--- src/rtl/core/mrfr_pkg.sv ---
`default_nettype none
// ----------------------------------------------------------------------------
// mrfr_pkg
// Shared types, constants and the CRC-16 byte update for the RTU receiver.
// ----------------------------------------------------------------------------
package mrfr_pkg;

  localparam int BUF_DEPTH = 256;

  localparam logic [7:0]  FC_READ_HOLD  = 8'h03;
  localparam logic [7:0]  FC_READ_INPUT = 8'h04;
  localparam logic [7:0]  FC_WRITE_ONE  = 8'h06;
  localparam logic [7:0]  FC_WRITE_MULT = 8'h10;

  localparam logic [8:0]  WRITE_ONE_LEN = 9'd6;
  localparam logic [8:0]  WRITE_HDR_LEN = 9'd5;
  localparam logic [8:0]  CRC_BYTES     = 9'd2;
  localparam logic [8:0]  COUNT_MAX     = 9'h1FF;

  localparam logic [15:0] CRC_INIT      = 16'hFFFF;
  localparam logic [15:0] CRC_POLY      = 16'hA001;

  localparam logic [7:0]  ADDR_RESET    = 8'd1;
  localparam logic [7:0]  READ_LEN_RESET = 8'd29;

  localparam logic REG_EXP_ADDR = 1'b0;
  localparam logic REG_READ_LEN = 1'b1;

  typedef enum logic [1:0] {
    PH_ADDR = 2'd0,
    PH_CODE = 2'd1,
    PH_BODY = 2'd2,
    PH_HDR  = 2'd3
  } phase_t;

  typedef struct packed {
    logic [7:0] expected_address;
    logic [7:0] read_reply_len;
  } cfg_t;

  typedef struct packed {
    logic       byte_accepted;
    logic [8:0] byte_index;
    logic [7:0] byte_value;
    logic       buffer_overflow;
    logic       frame_abort;
    logic       frame_done;
    logic       crc_ok;
    logic [7:0] function_code;
  } res_t;

  function automatic logic [15:0] crc_byte(input logic [15:0] crc, input logic [7:0] b);
    logic [15:0] c;
    c = crc ^ {8'h00, b};
    for (int i = 0; i < 8; i++) begin
      if (c[0]) begin
        c = (c >> 1) ^ CRC_POLY;
      end else begin
        c = c >> 1;
      end
    end
    return c;
  endfunction

endpackage
`default_nettype wire

--- src/rtl/core/mrfr_byte_if.sv ---
`default_nettype none
// ----------------------------------------------------------------------------
// mrfr_byte_if
// Received byte channel, valid/ready handshake.
// ----------------------------------------------------------------------------
interface mrfr_byte_if;
  logic       valid;
  logic       ready;
  logic [7:0] rx_byte;

  modport source (output valid, output rx_byte, input ready);
  modport sink   (input valid, input rx_byte, output ready);
endinterface
`default_nettype wire

--- src/rtl/core/mrfr_res_if.sv ---
`default_nettype none
// ----------------------------------------------------------------------------
// mrfr_res_if
// Per-byte framing result channel, valid/ready handshake.
// ----------------------------------------------------------------------------
interface mrfr_res_if;
  logic       valid;
  logic       ready;
  logic       byte_accepted;
  logic [8:0] byte_index;
  logic [7:0] byte_value;
  logic       buffer_overflow;
  logic       frame_abort;
  logic       frame_done;
  logic       crc_ok;
  logic [7:0] function_code;

  modport source (
    output valid, output byte_accepted, output byte_index, output byte_value,
    output buffer_overflow, output frame_abort, output frame_done, output crc_ok,
    output function_code, input ready
  );
  modport sink (
    input valid, input byte_accepted, input byte_index, input byte_value,
    input buffer_overflow, input frame_abort, input frame_done, input crc_ok,
    input function_code, output ready
  );
endinterface
`default_nettype wire

--- src/rtl/core/mrfr_cfg_regs.sv ---
`default_nettype none
// ----------------------------------------------------------------------------
// mrfr_cfg_regs
// APB register file: expected slave address and read reply length.
// ----------------------------------------------------------------------------
module mrfr_cfg_regs (
  input  wire logic         clk,
  input  wire logic         rst,
  input  wire logic         psel,
  input  wire logic         penable,
  input  wire logic         pwrite,
  input  wire logic [2:0]   paddr,
  input  wire logic [31:0]  pwdata,
  output logic [31:0]       prdata,
  output logic              pready,
  output mrfr_pkg::cfg_t    cfg
);
  import mrfr_pkg::*;

  logic       wr_en;
  logic [7:0] expected_address;
  logic [7:0] read_reply_len;

  assign pready = 1'b1;
  assign wr_en  = psel && penable && pwrite;

  always_ff @(posedge clk) begin
    if (rst) begin
      expected_address <= ADDR_RESET;
      read_reply_len   <= READ_LEN_RESET;
    end else if (wr_en) begin
      unique case (paddr[2])
        REG_EXP_ADDR: expected_address <= pwdata[7:0];
        REG_READ_LEN: read_reply_len   <= pwdata[7:0];
        default:      expected_address <= expected_address;
      endcase
    end
  end

  always_comb begin
    unique case (paddr[2])
      REG_EXP_ADDR: prdata = {24'h000000, expected_address};
      REG_READ_LEN: prdata = {24'h000000, read_reply_len};
      default:      prdata = 32'h0;
    endcase
  end

  assign cfg.expected_address = expected_address;
  assign cfg.read_reply_len   = read_reply_len;
endmodule
`default_nettype wire

--- src/rtl/core/mrfr_in_stage.sv ---
`default_nettype none
// ----------------------------------------------------------------------------
// mrfr_in_stage
// Input register for received bytes, refilled in the cycle it drains.
// ----------------------------------------------------------------------------
module mrfr_in_stage (
  input  wire logic   clk,
  input  wire logic   rst,
  mrfr_byte_if.sink   rx,
  input  wire logic   take,
  output logic        byte_valid,
  output logic [7:0]  byte_data
);
  import mrfr_pkg::*;

  assign rx.ready = !byte_valid || take;

  always_ff @(posedge clk) begin
    if (rst) begin
      byte_valid <= 1'b0;
    end else if (rx.ready) begin
      byte_valid <= rx.valid;
    end
  end

  always_ff @(posedge clk) begin
    if (rx.ready && rx.valid) begin
      byte_data <= rx.rx_byte;
    end
  end
endmodule
`default_nettype wire

--- src/rtl/core/mrfr_framer.sv ---
`default_nettype none
// ----------------------------------------------------------------------------
// mrfr_framer
// Frame tracking, CRC accumulation and the registered result stage.
// ----------------------------------------------------------------------------
module mrfr_framer (
  input  wire logic           clk,
  input  wire logic           rst,
  input  wire mrfr_pkg::cfg_t cfg,
  input  wire logic           byte_valid,
  input  wire logic [7:0]     byte_data,
  output logic                take,
  mrfr_res_if.source          res
);
  import mrfr_pkg::*;

  phase_t      phase, phase_next;
  logic [8:0]  bytes_left, bytes_left_next;
  logic [8:0]  frame_count, frame_count_next;
  logic [15:0] crc_accum, crc_accum_next;
  logic [7:0]  current_code, current_code_next;

  logic        res_valid;
  res_t        res_q, res_next;

  logic        acc, abort_f, done;
  logic [8:0]  idx;
  logic [15:0] crc_base, crc_new;

  assign take = byte_valid && (!res_valid || res.ready);

  always_comb begin
    phase_next        = phase;
    bytes_left_next   = bytes_left;
    current_code_next = current_code;
    acc               = 1'b0;
    abort_f           = 1'b0;
    done              = 1'b0;
    unique case (phase)
      PH_ADDR: begin
        if (byte_data == cfg.expected_address) begin
          acc               = 1'b1;
          current_code_next = 8'h00;
          phase_next        = PH_CODE;
        end
      end
      PH_CODE: begin
        current_code_next = byte_data;
        if (byte_data == FC_READ_HOLD || byte_data == FC_READ_INPUT) begin
          acc             = 1'b1;
          bytes_left_next = {1'b0, cfg.read_reply_len};
          phase_next      = PH_BODY;
        end else if (byte_data == FC_WRITE_ONE) begin
          acc             = 1'b1;
          bytes_left_next = WRITE_ONE_LEN;
          phase_next      = PH_BODY;
        end else if (byte_data == FC_WRITE_MULT) begin
          acc             = 1'b1;
          bytes_left_next = WRITE_HDR_LEN;
          phase_next      = PH_HDR;
        end else begin
          abort_f    = 1'b1;
          phase_next = PH_ADDR;
        end
      end
      PH_BODY: begin
        acc = 1'b1;
        if (bytes_left <= 9'd1) begin
          bytes_left_next = 9'd0;
          done            = 1'b1;
          phase_next      = PH_ADDR;
        end else begin
          bytes_left_next = bytes_left - 9'd1;
        end
      end
      PH_HDR: begin
        acc = 1'b1;
        if (bytes_left <= 9'd1) begin
          bytes_left_next = {1'b0, byte_data} + CRC_BYTES;
          phase_next      = PH_BODY;
        end else begin
          bytes_left_next = bytes_left - 9'd1;
        end
      end
      default: phase_next = PH_ADDR;
    endcase
  end

  // address byte restarts count and crc
  assign idx      = (phase == PH_ADDR) ? 9'd0 : frame_count;
  assign crc_base = (phase == PH_ADDR) ? CRC_INIT : crc_accum;
  assign crc_new  = crc_byte(crc_base, byte_data);

  always_comb begin
    frame_count_next = frame_count;
    crc_accum_next   = crc_accum;
    if (acc) begin
      frame_count_next = (idx < COUNT_MAX) ? idx + 9'd1 : idx;
      crc_accum_next   = crc_new;
    end
  end

  always_comb begin
    res_next.byte_accepted   = acc;
    res_next.byte_index      = acc ? idx : 9'd0;
    res_next.byte_value      = acc ? byte_data : 8'h00;
    res_next.buffer_overflow = acc && ({1'b0, idx} >= 10'(BUF_DEPTH));
    res_next.frame_abort     = abort_f;
    res_next.frame_done      = done;
    res_next.crc_ok          = done && (crc_new == 16'h0000);
    res_next.function_code   = current_code_next;
  end

  always_ff @(posedge clk) begin
    if (rst) begin
      phase        <= PH_ADDR;
      bytes_left   <= 9'd0;
      frame_count  <= 9'd0;
      crc_accum    <= CRC_INIT;
      current_code <= 8'h00;
      res_valid    <= 1'b0;
    end else begin
      if (take) begin
        phase        <= phase_next;
        bytes_left   <= bytes_left_next;
        frame_count  <= frame_count_next;
        crc_accum    <= crc_accum_next;
        current_code <= current_code_next;
      end
      if (!res_valid || res.ready) begin
        res_valid <= byte_valid;
      end
    end
  end

  always_ff @(posedge clk) begin
    if (take) begin
      res_q <= res_next;
    end
  end

  assign res.valid           = res_valid;
  assign res.byte_accepted   = res_q.byte_accepted;
  assign res.byte_index      = res_q.byte_index;
  assign res.byte_value      = res_q.byte_value;
  assign res.buffer_overflow = res_q.buffer_overflow;
  assign res.frame_abort     = res_q.frame_abort;
  assign res.frame_done      = res_q.frame_done;
  assign res.crc_ok          = res_q.crc_ok;
  assign res.function_code   = res_q.function_code;
endmodule
`default_nettype wire

--- src/rtl/core/modbus_rtu_frame_receiver_core.sv ---
`default_nettype none
// ----------------------------------------------------------------------------
// modbus_rtu_frame_receiver_core
// Frames Modbus RTU replies from a byte stream and checks their CRC-16.
// ----------------------------------------------------------------------------
// usage:
//   rx carries one received serial byte per request; res returns one result
//   per byte: accepted flag, frame index, byte value, overflow, abort, done
//   and crc_ok on the last byte, and the current function code.
//   the apb port holds the expected slave address (0x0) and the read reply
//   length (0x4); write them only while no byte is in flight.
//   path: a taken byte is held in the input register, and its framing result
//   is then registered in res.
//   throughput: one byte per cycle while res accepts results, set by the
//   combinational crc byte update and framing step between the input and result registers.
//   reset: frame state returns to waiting for the address, the crc to
//   0xFFFF, registers to address 1 and length 29, both stages empty.
//   stall: a result not taken holds in res; one more byte waits in the input
//   register, then rx.ready drops until res drains.
// ----------------------------------------------------------------------------
module modbus_rtu_frame_receiver_core (
  input  wire logic         clk,
  input  wire logic         rst,
  mrfr_byte_if.sink         rx,
  mrfr_res_if.source        res,
  input  wire logic         psel,
  input  wire logic         penable,
  input  wire logic         pwrite,
  input  wire logic [2:0]   paddr,
  input  wire logic [31:0]  pwdata,
  output logic [31:0]       prdata,
  output logic              pready
);
  import mrfr_pkg::*;

  cfg_t       cfg;
  logic       take;
  logic       byte_valid;
  logic [7:0] byte_data;

  mrfr_cfg_regs u_cfg (
    .clk     (clk),
    .rst     (rst),
    .psel    (psel),
    .penable (penable),
    .pwrite  (pwrite),
    .paddr   (paddr),
    .pwdata  (pwdata),
    .prdata  (prdata),
    .pready  (pready),
    .cfg     (cfg)
  );

  mrfr_in_stage u_in (
    .clk        (clk),
    .rst        (rst),
    .rx         (rx),
    .take       (take),
    .byte_valid (byte_valid),
    .byte_data  (byte_data)
  );

  mrfr_framer u_framer (
    .clk        (clk),
    .rst        (rst),
    .cfg        (cfg),
    .byte_valid (byte_valid),
    .byte_data  (byte_data),
    .take       (take),
    .res        (res)
  );
endmodule
`default_nettype wire

--- src/flat_wrapper.sv ---
// flat-port wrapper written by rule: the top's interface ports become plain ports
module modbus_rtu_frame_receiver_core_flat import mrfr_pkg::*;
  (clk, rst, psel, penable, pwrite, paddr, pwdata, prdata, pready, rx_valid, rx_rx_byte, rx_ready, res_valid, res_byte_accepted, res_byte_index, res_byte_value, res_buffer_overflow, res_frame_abort, res_frame_done, res_crc_ok, res_function_code, res_ready);
  mrfr_byte_if rx_i ();
  mrfr_res_if res_i ();
  input  wire logic clk;
  input  wire logic rst;
  input  wire logic psel;
  input  wire logic penable;
  input  wire logic pwrite;
  input  wire logic [2:0] paddr;
  input  wire logic [31:0] pwdata;
  output logic [31:0] prdata;
  output logic pready;
  input wire logic [$bits(rx_i.valid)-1:0] rx_valid;
  input wire logic [$bits(rx_i.rx_byte)-1:0] rx_rx_byte;
  output wire logic [$bits(rx_i.ready)-1:0] rx_ready;
  output wire logic [$bits(res_i.valid)-1:0] res_valid;
  output wire logic [$bits(res_i.byte_accepted)-1:0] res_byte_accepted;
  output wire logic [$bits(res_i.byte_index)-1:0] res_byte_index;
  output wire logic [$bits(res_i.byte_value)-1:0] res_byte_value;
  output wire logic [$bits(res_i.buffer_overflow)-1:0] res_buffer_overflow;
  output wire logic [$bits(res_i.frame_abort)-1:0] res_frame_abort;
  output wire logic [$bits(res_i.frame_done)-1:0] res_frame_done;
  output wire logic [$bits(res_i.crc_ok)-1:0] res_crc_ok;
  output wire logic [$bits(res_i.function_code)-1:0] res_function_code;
  input wire logic [$bits(res_i.ready)-1:0] res_ready;
  assign rx_i.valid = rx_valid;
  assign rx_i.rx_byte = rx_rx_byte;
  assign rx_ready = rx_i.ready;
  assign res_valid = res_i.valid;
  assign res_byte_accepted = res_i.byte_accepted;
  assign res_byte_index = res_i.byte_index;
  assign res_byte_value = res_i.byte_value;
  assign res_buffer_overflow = res_i.buffer_overflow;
  assign res_frame_abort = res_i.frame_abort;
  assign res_frame_done = res_i.frame_done;
  assign res_crc_ok = res_i.crc_ok;
  assign res_function_code = res_i.function_code;
  assign res_i.ready = res_ready;
  modbus_rtu_frame_receiver_core u_core (.clk(clk), .rst(rst), .rx(rx_i), .res(res_i), .psel(psel), .penable(penable), .pwrite(pwrite), .paddr(paddr), .pwdata(pwdata), .prdata(prdata), .pready(pready));
endmodule
--- config.mk ---
export PLATFORM = sky130hd
export DESIGN_NAME = modbus_rtu_frame_receiver_core_flat
export DESIGN_NICKNAME = d
export VERILOG_FILES = /design/src/rtl/core/mrfr_pkg.sv /design/src/rtl/core/mrfr_byte_if.sv /design/src/rtl/core/mrfr_res_if.sv /design/src/rtl/core/mrfr_cfg_regs.sv /design/src/rtl/core/mrfr_in_stage.sv /design/src/rtl/core/mrfr_framer.sv /design/src/rtl/core/modbus_rtu_frame_receiver_core.sv /design/src/flat_wrapper.sv
export SDC_FILE = /design/constraint.sdc
export NUM_CORES = 1
export LEC_CHECK = 0
export ABC_AREA = 1
export BUFFER_PORTS_ARGS = -buffer_cell sky130_fd_sc_hd__buf_2
export CAP_MARGIN = 25
export CORE_ASPECT_RATIO = 0.7
export CORE_MARGIN = 1
export CORE_UTILIZATION = 55
export DETAILED_ROUTE_END_ITERATION = 7
export MAX_ROUTING_LAYER = met4
export PLACE_DENSITY_LB_ADDON = 0.08
export SKIP_CTS_REPAIR_TIMING = 1
export SLEW_MARGIN = 25
export SYNTH_ARGS = -nofsm -noshare
export SYNTH_HDL_FRONTEND = slang
export SYNTH_SLANG_ARGS = --single-unit
export TNS_END_PERCENT = 50
--- constraint.sdc ---
create_clock -name clk -period 2.7 [get_ports clk]
set_clock_uncertainty 0.15 [all_clocks]
set_input_delay 0.405 -clock clk [delete_from_list [all_inputs] [get_ports clk]]
set_output_delay 0.405 -clock clk [all_outputs]
set_load 0.05 [all_outputs]
; ---- Word-level counts from Yosys, hierarchy flattened
; Cells that the tools add are included.
[totals]
output_inout_bits = 65
elab_cells = 103
reg_bits = 100
[classes]
add_sub_neg = 3
magnitude_cmp = 3
bitwise = 11
n_reduce_logical = 21
muxes = 35
n_eq_ne = 12
[op_table]
columns = cell, count
row1 = $mux W16, 9
row2 = $pmux W32 S2, 1
row3 = $mux W9, 7
row4 = $pmux W9 S3, 1
row5 = $not A2 Y3, 8
row6 = $eq A8 B3 Y1 const B, 2
row7 = $logic_not A16 Y1, 1
row8 = $pmux W8 S2, 1
row9 = $xor A16 B8 Y16, 1
row10 = $mux W2, 6
row11 = $add A8 B2 Y9 const B, 1
row12 = $add A9 B1 Y9 const B, 1
row13 = $ge A9 B9 Y1 const B, 1
row14 = $le A9 B1 Y1 const B, 1
row15 = $lt A9 B9 Y1 const B, 1
row16 = $sub A9 B1 Y9 const B, 1
row17 = $eq A8 B2 Y1 const B, 1
row18 = $eq A8 B5 Y1 const B, 1
row19 = $eq A8 B8 Y1, 1
row20 = $mux W8, 1
row21 = $pmux W2 S4, 1
row22 = $mux W1, 7
row23 = $logic_and A1 B1 Y1, 6
row24 = $ne A2 B2 Y1 const B, 3
row25 = 14 further kinds, 21

; ---- Logic depth before layout (Yosys ltp)
; Gate-level depths: netlist (run 1).
[logic_depth]
depth_word = 21
ltp_mapped = 19
mapped_depth_nobuf = 18

; ---- By module
; A second synthesis (run 1) with hierarchy kept.
[unflattened]
cells_unflattened = 686
area_unflattened_um2 = 5310.1
[by_module_without_submodules]
columns = mod, cells_each, instances, seq_area_each_um2, area_per_inst_um2
row1 = mrfr_framer, 525, 1, 1801.7, 4020.1
row2 = mrfr_cfg_regs, 147, 1, 320.3, 1002.2
row3 = mrfr_in_stage, 14, 1, 260.2, 287.8

; ---- Least setup slack after synthesis (run 1)
; No wires, ideal clock.
[synth_path]
path_type = flip-flop to flip-flop
from = register u_core.u_framer.res_valid, in the netlist u_core.u_framer.res.valid
to = register u_core.u_framer.res_q, in the netlist u_core.u_framer.res.buffer_overflow, enable pin
setup_time_ns = 0.406
n_path_buf = 1
slack_ns = 0.139
path_stages_with_launch = 5
arrival_ns = 2.004
cell_sequence = dfxtp_1 nand2_1 nand2_1 inv_2 buf_1
[synth_between]
elab_chain_len = 3
[synth_rtl]
columns = item, line
row1 = from (decl), mrfr_framer.sv:23  ; logic res_valid;
row2 = from (signal assigned), mrfr_framer.sv:131  ; res_valid <= byte_valid;
row3 = $logic_not A1 Y1, mrfr_framer.sv:30  ; assign take = byte_valid && (!res_valid || res.ready);
row4 = $logic_or A1 B1 Y1, mrfr_framer.sv:30
row5 = $logic_and A1 B1 Y1, mrfr_framer.sv:30
row6 = via u_core.take, modbus_rtu_frame_receiver_core.sv:37  ; logic take;
row7 = to (signal assigned), mrfr_framer.sv:138  ; res_q <= res_next;
row8 = to (decl), mrfr_framer.sv:24  ; res_t res_q, res_next;
; The timed path passes the listed nets, and every way through them passes these cells.
; A chain may end at the register's enable or synchronous reset.

; ---- Final worst setup path (run 1)
[layout_path]
from = register u_core.u_framer.phase[0]
to = register u_core.u_framer.crc_accum[0]
[layout_between]
elab_chain_len = 12
[layout_rtl]
columns = item, line
row1 = from (decl), mrfr_framer.sv:17  ; phase_t phase, phase_next;
row2 = from (signal assigned), mrfr_framer.sv:124  ; phase <= phase_next;
row3 = $logic_not A2 Y1, "mrfr_framer.sv:39, mrfr_framer.sv:91"
row4 = $mux W16, mrfr_framer.sv:91  ; assign crc_base = (phase == PH_ADDR) ? CRC_INIT : crc_accum;
row5 = $xor A16 B8 Y16, mrfr_pkg.sv:54  ; c = crc ^ {8'h00, b};
row6 = $mux W16 or $not A2 Y3 (tied branches) (7 in series), --
row7 = $not A2 Y3 (no source line) or $mux W16 (tied branches), --
row8 = $mux W16, mrfr_pkg.sv:56  ; if (c[0]) begin
row9 = to (signal assigned), mrfr_framer.sv:127  ; crc_accum <= crc_accum_next;
row10 = to (decl), mrfr_framer.sv:20  ; logic [15:0] crc_accum, crc_accum_next;
; Parallel ways exist; a longest one is shown, timed or not.

==> results of run 1 <==
==> critical path, stage by stage (launching register included) <==
cell and delay, ns:
sky130_fd_sc_hd__dfxtp_1 0.61, sky130_fd_sc_hd__inv_2 0.12, sky130_fd_sc_hd__nand2_4 0.22, sky130_fd_sc_hd__nand2_1 0.13, sky130_fd_sc_hd__nand2_1 0.09, sky130_fd_sc_hd__nand2_1 0.11
sky130_fd_sc_hd__nand2_1 0.09, sky130_fd_sc_hd__nand2_1 0.11, sky130_fd_sc_hd__nand2_1 0.09, sky130_fd_sc_hd__nand2_1 0.06, sky130_fd_sc_hd__inv_1 0.06, sky130_fd_sc_hd__nand2_2 0.05
sky130_fd_sc_hd__nand2_2 0.07, sky130_fd_sc_hd__nand2_2 0.06, sky130_fd_sc_hd__nand2_1 0.10, sky130_fd_sc_hd__nand2_1 0.06, sky130_fd_sc_hd__nand3_1 0.07, sky130_fd_sc_hd__nand2_1 0.06
==> registers in the layout (all words and copies together) (netlist names), 2 cells and up <==
register and flops:
u_core.u_framer.res.byte_value 8, u_core.u_in.byte_data 8, u_core.u_framer.current_code 8, u_core.u_framer.phase 2, u_core.u_framer.frame_count 9, u_core.u_framer.res.byte_index 9, u_core.u_framer.crc_accum 16, u_core.u_framer.bytes_left 9
u_core.u_framer.res.function_code 8, u_core.u_cfg.expected_address 8, u_core.u_cfg.read_reply_len 8
==> metal layers <==
| metal | GRT usage (%) | up-vias |
|---|---|---|
| met5 | - | - |
| met4 | 6.591 | 0 |
| li1 | - | 2289 |
| met1 | 37.61 | 2044 |
| met3 | 6.726 | 14 |
| met2 | 35.42 | 197 |
==> placed cells by master (no fill, tap or decap), types with 3 or more instances in the layout <==
cell type	instances
sky130_fd_sc_hd__xor2_1	14
sky130_fd_sc_hd__nor2_4	3
sky130_fd_sc_hd__o21a_1	8
sky130_fd_sc_hd__conb_1	25
sky130_fd_sc_hd__o211ai_1	12
sky130_fd_sc_hd__nand2_1	154
sky130_fd_sc_hd__nor2_1	78
sky130_fd_sc_hd__nand3_1	36
sky130_fd_sc_hd__buf_4	8
sky130_fd_sc_hd__nand2_2	7
sky130_fd_sc_hd__nor4_1	4
sky130_fd_sc_hd__a21oi_1	31
sky130_fd_sc_hd__xnor2_1	9
sky130_fd_sc_hd__a211oi_1	3
sky130_fd_sc_hd__nand3_2	3
sky130_fd_sc_hd__o21ai_1	13
sky130_fd_sc_hd__dfxtp_1	62
sky130_fd_sc_hd__o21ai_0	42
sky130_fd_sc_hd__nor3_1	6
sky130_fd_sc_hd__clkbuf_16	9
sky130_fd_sc_hd__inv_1	69
sky130_fd_sc_hd__inv_6	3
sky130_fd_sc_hd__inv_2	9
sky130_fd_sc_hd__nand4_1	6
sky130_fd_sc_hd__edfxtp_1	38
sky130_fd_sc_hd__ha_1	4
sky130_fd_sc_hd__buf_2	63
==> power breakdown <==
group	leakage, nW	internal [mW]	switching [mW]	total (mW)
registers	0.867	1.61	0.0308	1.64
clock network	0.138	0.640	0.594	1.23
logic	1.72	0.0927	0.331	0.424
==> final cells by class <==
type / count / share of cell area (%)
Multi-Input combinational cell: 477 / 40.73
Sequential cell: 100 / 40.25
Timing Repair Buffer: 71 / 6.341
Inverter: 81 / 5.263
Clock buffer: 9 / 3.805
Tap cell: 124 / 2.621
Clock inverter: 7 / 0.9934
==> how the worst min path moves through the flow <==
stage                     slack, ns                             to  cells after the start
after detailed placement       0.30  u_core.u_framer.crc_accum[13]                      2
final                          0.08       u_core.u_in.byte_data[4]                      1
after floorplan                0.28  u_core.u_framer.crc_accum[12]                      2
after global placement         0.29  u_core.u_framer.crc_accum[12]                      2
after CTS                      0.06       u_core.u_in.byte_data[4]                      1
after global routing           0.06       u_core.u_in.byte_data[4]                      1
==> cell families after synthesis <==
logic type	share of synthesized area (%)
compound gates	12.45
xor+xnor	4.080
fa+ha+maj	0.9379
buf+inv	11.79
flops	44.64
other cells	0.1407
simple gates	25.96
==> flow_summary.yaml, run 1 <==
route:
  route.vias.total: 4544
  drt-total-wl_um: 11950
  met3WireLength_um: 1024
  firstDrtPassIters: 5
  drc: 0
  drtIter0Drc: 388
  antenna_violating_nets_post_route: 0
  wl_cell_um: 13.75
  highest_layer: "met4"
  route.met2.wl_um: 4848
  detail_route.vias_per_cell: 5.229
  met1_length_um: 5951
global_route:
  grt_max_degree: 43
  globalRoute.totalOverflow: 0
  grt_pass1_wl_um: 19700
  grt_pass1_vias: 4041
  antenna_violations_before_repair: 0
  grt_usage_pct: 25.89
synth:
  synth_area_per_cell_sq_um: 7.859
  synth_cell_types: 46
  synth-warning-count: 0
  synth_flop_cell: "sky130_fd_sc_hd__dfxtp_1"
  synth_edf_count: 38
  synth-seq-area-share_pct: 44.64
  synth_async_sr_flop_share_pct: 0
  synth_top_area_share_pct: 23.26
  synthMostInstantiatedCell: "sky130_fd_sc_hd__nand2_1"
  largest_area_contributor_in_the_synthesized_netlist: "sky130_fd_sc_hd__dfxtp_1"
  number_of_standard_cells_after_synthesis: 679
  synth_commonest_cells: "sky130_fd_sc_hd__nand2_1, sky130_fd_sc_hd__nor2_1, sky130_fd_sc_hd__inv_1"
  yosys_register_bits: 100
  syn_area_sq_um: 5336
  synth_area_leaders: "sky130_fd_sc_hd__dfxtp_1, sky130_fd_sc_hd__edfxtp_1, sky130_fd_sc_hd__nand2_1"
finish:
  final_cell_area_sq_um: 5919
  register_area_sq_um: 2382
  postLayoutCoreUtil_pct: 63.98
  syn_to_final_growth_pct: 10.93
  fin_nets: 794
  antenna_cells_inserted: 0
  drive_gt1_share_pct: 16.51
  finalNonFillerCells: 869
  multi_input_area_sq_um: 2411
  fillerInstances: 834
pwr:
  worst_ir_drop_vdd_uv: 464.6
  total_leakage_power_nw: 2.724
  totalPowerFinal_mw: 3.301
  power_density_nw_per_um2: 557.6
floorplan:
  dieArea_sq_um: 10110
  fp.dieW_um: 119.7
  dieHeight_um: 84.41
  io_pins: 115
  core_ar_sq_um: 9253
  fp-row-count: 29
  initial_core_util_pct: 57.67
cts:
  clk_root_buffer_cell: "sky130_fd_sc_hd__clkbuf_16"
  clkSinkCount: 100
  clock_tree_from_tritoncts: "yes"
  insertion_delay_ns: 0.35
  clk_pin_slew_ns: 0.07
  cts.path.max_buffers: 2
  numCtsBuffers: 9
  htree_levels: 3
sta:
  pin_slew_with_the_least_headroom_to_its_limit_ns: 0.5283
  finalWorstSetupSlack_ns: 0.2862
  min_period_over_period_pct: 89.40
  final-setup-viol-count: 0
  slew_violations: 0
  sum_of_negative_setup_slack_ns: 0
  slew-limit-headroom_pct: 64.78
  fmax_mhz: 414.3
  min_tclk_post_route_ns: 2.414
  fin_worst_hold_slack_ns: 0.07650
  hold_viol: 0
  unrepaired_setup_endpoints_after_global_routing: "false"
setup_path:
  setup.worst_path.class: "register to register"
  critPathCapture: "u_core.u_framer.crc_accum[0]"
  worst_r2r_endpoint: "u_core.u_framer.crc_accum[0]"
  worst_path_maximum_fanout: 16
  critical_path.endpoint_type: "register"
  critPathLaunch: "u_core.u_framer.phase[0]"
  worstSetupStartpointType: "register"
  reg2reg_slack_ns: 0.29
  worst_ep_arrival_time_ns: 2.51
  r2r-start: "u_core.u_framer.phase[0]"
  worst_reg_to_reg_path_cell_count: 17
  worst_ep_required_time_ns: 2.80
placement:
  place_worst_setup_slack_ns: 0.3317
  io_buffers: 63
  postPlaceCellArea_sq_um: 5635
  dp_hpwl_um: 8760
  dpl.cell_count: 853
  globalplace.congestion: 0.9158
min_path:
  worst_hold_path_type: "primary input to register"
  min-delay-start: "rx_rx_byte[4]"
job:
  max_cap_violations: 0
run_status:
  run_status: "finished, final reports clean"
(Power assumes the default switching activity.)
==> run 2, diff against run 1 <==
--- a/config.mk
+++ b/config.mk
@@ -11,6 +11,7 @@
 export CORE_ASPECT_RATIO = 0.7
 export CORE_MARGIN = 1
 export CORE_UTILIZATION = 55
+export CTS_BUF_LIST = sky130_fd_sc_hd__clkbuf_8
 export DETAILED_ROUTE_END_ITERATION = 7
 export MAX_ROUTING_LAYER = met4
 export PLACE_DENSITY_LB_ADDON = 0.08
==> flow_summary.yaml, run 2 (synthesis gave the netlist of run 1 again) <==
cts:
  cts.path.max_buffers: 2
  clk_root_buffer_cell: "sky130_fd_sc_hd__clkbuf_8"
  clkSinkCount: 100
  htree_levels: 3
  clk_pin_slew_ns: 0.10
  insertion_delay_ns: 0.38
  clock_tree_from_tritoncts: "yes"
  numCtsBuffers: 9
route:
  drt-total-wl_um: 11880
  drtIter0Drc: 391
  wl_cell_um: 13.67
  drc: 0
  antenna_violating_nets_post_route: 0
  route.vias.total: 4551
  detail_route.vias_per_cell: 5.237
  firstDrtPassIters: 5
global_route:
  globalRoute.totalOverflow: 0
  grt_pass1_vias: 3993
  grt_usage_pct: 25.80
  grt_pass1_wl_um: 19600
  antenna_violations_before_repair: 0
  grt_max_degree: 43
pwr:
  total_leakage_power_nw: 2.678
  cell_internal_pwr_mw: 2.054
  p_sw_uw: 925.3
  swShare_pct: 31.06
  fraction_of_power_consumed_by_combinational_cells_pct: 14.2
  pwr-share-seq_pct: 55.1
  totalPowerFinal_mw: 2.979
  power_density_nw_per_um2: 512.1
  power.share.clock_pct: 30.6
  worst_ir_drop_vdd_uv: 401.0
sta:
  min_tclk_post_route_ns: 2.380
  unrepaired_setup_endpoints_after_global_routing: "false"
  sum_of_negative_setup_slack_ns: 0
  min_period_over_period_pct: 88.15
  hold_viol: 0
  final-setup-viol-count: 0
  fmax_mhz: 420.2
  pin_slew_with_the_least_headroom_to_its_limit_ns: 0.5440
  finalWorstSetupSlack_ns: 0.3199
  slew-limit-headroom_pct: 63.73
  slew_violations: 0
finish:
  final_cell_area_sq_um: 5818
  postLayoutCoreUtil_pct: 62.88
  antenna_cells_inserted: 0
  fillerInstances: 847
  layout.cells.most_common: "sky130_fd_sc_hd__nand2_1"
  register_area_sq_um: 2382
  layout.cells.most_common_list: "sky130_fd_sc_hd__nand2_1, sky130_fd_sc_hd__nor2_1, sky130_fd_sc_hd__inv_1, sky130_fd_sc_hd__buf_2, sky130_fd_sc_hd__dfxtp_1"
  syn_to_final_growth_pct: 9.027
  multi_input_area_sq_um: 2411
  top_register: "u_core.u_framer.crc_accum"
  drive_gt1_share_pct: 16.51
  fin_nets: 794
  largest_reg_flops: 16
job:
  max_cap_violations: 0
setup_path:
  worst_ep_arrival_time_ns: 2.51
  worst_ep_required_time_ns: 2.83
  reg2reg_slack_ns: 0.32
  worstSetupStartpointType: "register"
  critical_path.endpoint_type: "register"
  worst_path_maximum_fanout: 16
  setup.worst_path.class: "register to register"
floorplan:
  fp-row-count: 29
  io_pins: 115
  initial_core_util_pct: 57.67
  core_ar_sq_um: 9253
  fp.dieW_um: 119.7
  dieHeight_um: 84.41
  dieArea_sq_um: 10110
placement:
  io_buffers: 63
  place_worst_setup_slack_ns: 0.3317
  globalplace.congestion: 0.9158
  postPlaceCellArea_sq_um: 5635
  dp_hpwl_um: 8760
min_path:
  worst_hold_path_type: "primary input to register"
run_status:
  run_status: "finished, final reports clean"
-- run 2: changes by cell type in the layout (fill, tap and decap cells not counted) --
cell                        delta
sky130_fd_sc_hd__clkbuf_16     -9
sky130_fd_sc_hd__clkbuf_8      +9
-- run 2: final timing paths --
| path | start | endpoint | cells past startpoint |
|---|---|---|---|
| hold reg to reg | u_core.u_framer.frame_count[7] | u_core.u_framer.frame_count[7] | 2 |
| setup reg to reg | u_core.u_framer.phase[0] | u_core.u_framer.crc_accum[0] | 15 |
| setup / recovery | u_core.u_framer.phase[0] | u_core.u_framer.crc_accum[0] | 15 |
| hold / removal | rx_rx_byte[4] | u_core.u_in.byte_data[4] | 1 |
-- run 2: power groups by stage --
stage | Clock, mW | Sequential [mW] | Combinational [mW]
after global routing | 0.984 | 1.65 | 0.460
after global placement | 0 | 1.67 | 0.417
final | 0.912 | 1.64 | 0.424
after detailed placement | 0 | 1.68 | 0.421
after floorplan | 0 | 1.74 | 0.287
after CTS | 0.936 | 1.64 | 0.422
-- run 2: stage by stage --
| stage | std cells | hold WS [ns] |
|---|---|---|
| after floorplan | 702 | 0.2796 |
| after global placement | 853 | 0.2899 |
| after detailed placement | 853 | 0.2985 |
| after CTS | 869 | 0.02136 |
| after global routing | 869 | 0.02157 |
| final | 869 | 0.04059 |
-- run 2: worst max-delay path: stages, from the launching register on --
cell and delay [ns]:
sky130_fd_sc_hd__dfxtp_1 0.61, sky130_fd_sc_hd__inv_2 0.12, sky130_fd_sc_hd__nand2_4 0.22, sky130_fd_sc_hd__nand2_1 0.12
sky130_fd_sc_hd__xor2_2 0.29, sky130_fd_sc_hd__inv_1 0.07, sky130_fd_sc_hd__nand3_1 0.08, sky130_fd_sc_hd__nand2_1 0.07
sky130_fd_sc_hd__inv_1 0.07, sky130_fd_sc_hd__nand2_2 0.06, sky130_fd_sc_hd__nand2_2 0.07, sky130_fd_sc_hd__nand2_2 0.06
sky130_fd_sc_hd__nand2_1 0.09, sky130_fd_sc_hd__nand2_1 0.06, sky130_fd_sc_hd__nand3_1 0.07, sky130_fd_sc_hd__nand2_1 0.06
-- run 2: cell type report --
type	instances	area share, %
repair buffers	71	6.452
clock buffers	9	2.129
multi-input cells	477	41.44
clock inverters	7	1.011
inverters	81	5.355
well taps	124	2.667
flip-flops and latches	100	40.95
-- run 2: layer usage --
| layer | up-vias | wire length, um | track usage [%] |
|---|---|---|---|
| met2 | 195 | 4739 | 35.37 |
| met4 | 0 | 155 | 7.159 |
| met3 | 14 | 972 | 6.522 |
| li1 | 2290 | - | - |
| met1 | 2052 | 6014 | 37.31 |
| met5 | - | 0 | - |
==> run 3, diff against run 2 <==
--- a/config.mk
+++ b/config.mk
@@ -19,5 +19,6 @@
 export SLEW_MARGIN = 25
 export SYNTH_ARGS = -nofsm -noshare
 export SYNTH_HDL_FRONTEND = slang
+export SYNTH_HIERARCHICAL = 1
 export SYNTH_SLANG_ARGS = --single-unit
 export TNS_END_PERCENT = 50
==> flow_summary.yaml, run 3 <==
run_status:
  run_status: "finished, final reports clean"
placement:
  globalplace.congestion: 0.9368
  dp_hpwl_um: 9161
  io_buffers: 63
  postPlaceCellArea_sq_um: 5609
  place_worst_setup_slack_ns: 0.1852
  dpl.cell_count: 861
sta:
  finalWorstSetupSlack_ns: 0.1903
  final-setup-viol-count: 0
  slew-limit-headroom_pct: 43.32
  fin_worst_hold_slack_ns: 0.05239
  unrepaired_setup_endpoints_after_global_routing: "false"
  slew_violations: 0
  min_period_over_period_pct: 92.95
  pin_slew_with_the_least_headroom_to_its_limit_ns: 0.8493
  hold_viol: 0
  min_tclk_post_route_ns: 2.510
  sum_of_negative_setup_slack_ns: 0
  fmax_mhz: 398.5
synth:
  synth_area_per_cell_sq_um: 7.741
  synth_edf_count: 38
  synth_flop_cell: "sky130_fd_sc_hd__dfxtp_1"
  synthMostInstantiatedCell: "sky130_fd_sc_hd__nand2_1"
  largest_area_contributor_in_the_synthesized_netlist: "sky130_fd_sc_hd__dfxtp_1"
  synth_commonest_cells: "sky130_fd_sc_hd__nand2_1, sky130_fd_sc_hd__nor2_1, sky130_fd_sc_hd__inv_1"
  syn_area_sq_um: 5310
  synth_async_sr_flop_share_pct: 0
  synth_cell_types: 41
  synth_area_leaders: "sky130_fd_sc_hd__dfxtp_1, sky130_fd_sc_hd__edfxtp_1, sky130_fd_sc_hd__nand2_1"
  synth-warning-count: 6
  synth_top_area_share_pct: 23.37
  number_of_standard_cells_after_synthesis: 686
  yosys_register_bits: 100
  synth-seq-area-share_pct: 44.86
pwr:
  cell_internal_pwr_mw: 2.162
  total_leakage_power_nw: 2.589
  p_sw_uw: 945.2
  pwr-share-seq_pct: 53.2
  fraction_of_power_consumed_by_combinational_cells_pct: 15.9
  power_density_nw_per_um2: 534.4
  power.share.clock_pct: 30.9
  worst_ir_drop_vdd_uv: 643.1
  swShare_pct: 30.42
  totalPowerFinal_mw: 3.107
cts:
  clkSinkCount: 100
  clock_tree_from_tritoncts: "yes"
  cts.path.max_buffers: 2
  insertion_delay_ns: 0.37
  clk_root_buffer_cell: "sky130_fd_sc_hd__clkbuf_8"
  htree_levels: 3
  numCtsBuffers: 9
  clk_pin_slew_ns: 0.10
route:
  drc: 0
  drtIter0Drc: 358
  detail_route.vias_per_cell: 5.279
  antenna_violating_nets_post_route: 0
  drt-total-wl_um: 12380
  route.vias.total: 4630
  firstDrtPassIters: 5
  wl_cell_um: 14.12
floorplan:
  core_ar_sq_um: 9216
  dieHeight_um: 84.21
  dieArea_sq_um: 10060
  io_pins: 115
  fp.dieW_um: 119.4
  fp-row-count: 29
  initial_core_util_pct: 57.62
min_path:
  worst_hold_path_type: "primary input to register"
  hold_path_depth: 1
  min-delay-start: "rx_rx_byte[4]"
  min_to: "u_core/u_in/byte_data[4]"
job:
  max_cap_violations: 0
finish:
  largest_reg_flops: 16
  postLayoutCoreUtil_pct: 63.09
  fin_nets: 802
  finalNonFillerCells: 877
  fillerInstances: 849
  layout.cells.most_common_list: "sky130_fd_sc_hd__nand2_1, sky130_fd_sc_hd__nor2_1, sky130_fd_sc_hd__inv_1, sky130_fd_sc_hd__buf_2, sky130_fd_sc_hd__dfxtp_1"
  drive_gt1_share_pct: 18.06
  top_register: "u_core/u_framer/crc_accum"
  syn_to_final_growth_pct: 9.496
  layout.cells.most_common: "sky130_fd_sc_hd__nand2_1"
  final_cell_area_sq_um: 5814
  antenna_cells_inserted: 0
global_route:
  grt_max_degree: 31
  globalRoute.totalOverflow: 0
  antenna_violations_before_repair: 0
  grt_pass1_wl_um: 19860
  grt_usage_pct: 26.43
  grt_pass1_vias: 4005
setup_path:
  worst_ep_arrival_time_ns: 2.49
  path_common_cell: "sky130_fd_sc_hd__nand2_1"
  worstSetupStartpointType: "register"
  crit_path_cell_trace: "nor2_4 > or2_2 > xor2_1 > xor2_1 > inv_1 > nand3_2 > nand2_1 > nand2_1 > nand2_1 > nand2_1 > a21oi_1"
  setup.worst_path.class: "register to register"
  critical-path-slowest-cell: "sky130_fd_sc_hd__nor2_4"
  worst_r2r_endpoint: "u_core/u_framer/res.crc_ok"
  critical_path.endpoint_type: "register"
  worst_ep_required_time_ns: 2.68
  worst_path_maximum_fanout: 19
  worst_reg_to_reg_path_cell_count: 11
  r2r-start: "u_core/u_framer/phase[1]"
  reg2reg_slack_ns: 0.19
  cp_slowest_stage_delay_ns: 0.43
## run 3: changes by cell type after synthesis, moves of 4 or more
cell	delta
sky130_fd_sc_hd__o21ai_0	-6
sky130_fd_sc_hd__o21ai_1	-8
sky130_fd_sc_hd__nand3_1	+8
sky130_fd_sc_hd__nor2_2	+4
sky130_fd_sc_hd__o21a_1	-8
sky130_fd_sc_hd__o22ai_1	+12
sky130_fd_sc_hd__nor2_1	-5
sky130_fd_sc_hd__o211ai_1	-12
sky130_fd_sc_hd__a21oi_1	+10
sky130_fd_sc_hd__or2_2	+7
## run 3: logic make-up (layout without fill, tap and decap cells)
family,count (synthesis),count (layout),synth area share [%]
flops,100,100,44.86
simple gates,324,324,27.31
buf+inv,129,173,12.37
other cells,2,25,0.1414
compound gates,106,106,10.91
fa+ha+maj,4,4,0.9425
xor+xnor,21,21,3.464
## run 3: area by class of cell
type                       count  area (sq um)  share of cell area, %
tap                          124         155.1                  2.668
inverter                      83         316.6                  5.444
clock buffer                   9         123.9                  2.130
sequential                   100          2384                  40.99
clock inverter                 7         75.07                  1.291
multi-input combinational    480          2362                  40.63
timing repair buffer          74         397.9                  6.843
## run 3: critical path, delay by kind of cell, from the launching register on
kind	cells	cell delay, ns
simple gates	7	1.04
xor+xnor	2	0.50
flops	1	0.42
buf+inv	1	0.10
compound gates	1	0.07
## run 3: power by group through the flow
stage / Clock (mW) / Combinational [mW] / Sequential, mW
2_1_floorplan: 0 / 0.321 / 1.77
3_3_place_gp: 0 / 0.481 / 1.69
3_5_place_dp: 0 / 0.488 / 1.69
4_1_cts: 0.984 / 0.490 / 1.65
5_1_grt: 1.04 / 0.528 / 1.66
6_report: 0.960 / 0.495 / 1.65
## run 3: how the worst max path moves through the flow
stage                               from                              to
2_1_floorplan  u_core/u_framer/res.valid  u_core/u_framer/frame_count[6]
6_report        u_core/u_framer/phase[1]      u_core/u_framer/res.crc_ok
4_1_cts         u_core/u_in/byte_data[5]   u_core/u_framer/crc_accum[14]
5_1_grt         u_core/u_framer/phase[1]      u_core/u_framer/res.crc_ok
3_3_place_gp    u_core/u_in/byte_data[3]   u_core/u_framer/crc_accum[14]
3_5_place_dp    u_core/u_in/byte_data[5]   u_core/u_framer/crc_accum[14]
## run 3: per-layer routing
metal  share of wire, %  GRT usage (%)  up-vias  wire length (um)
li1                   -              -     2305                 -
met1                 49          38.63     2104              6058
met2                 41          36.78      205              5135
met3                8.4          4.891       16              1042
met4                1.2          8.409        0               146
met5                  0              -        -                 0
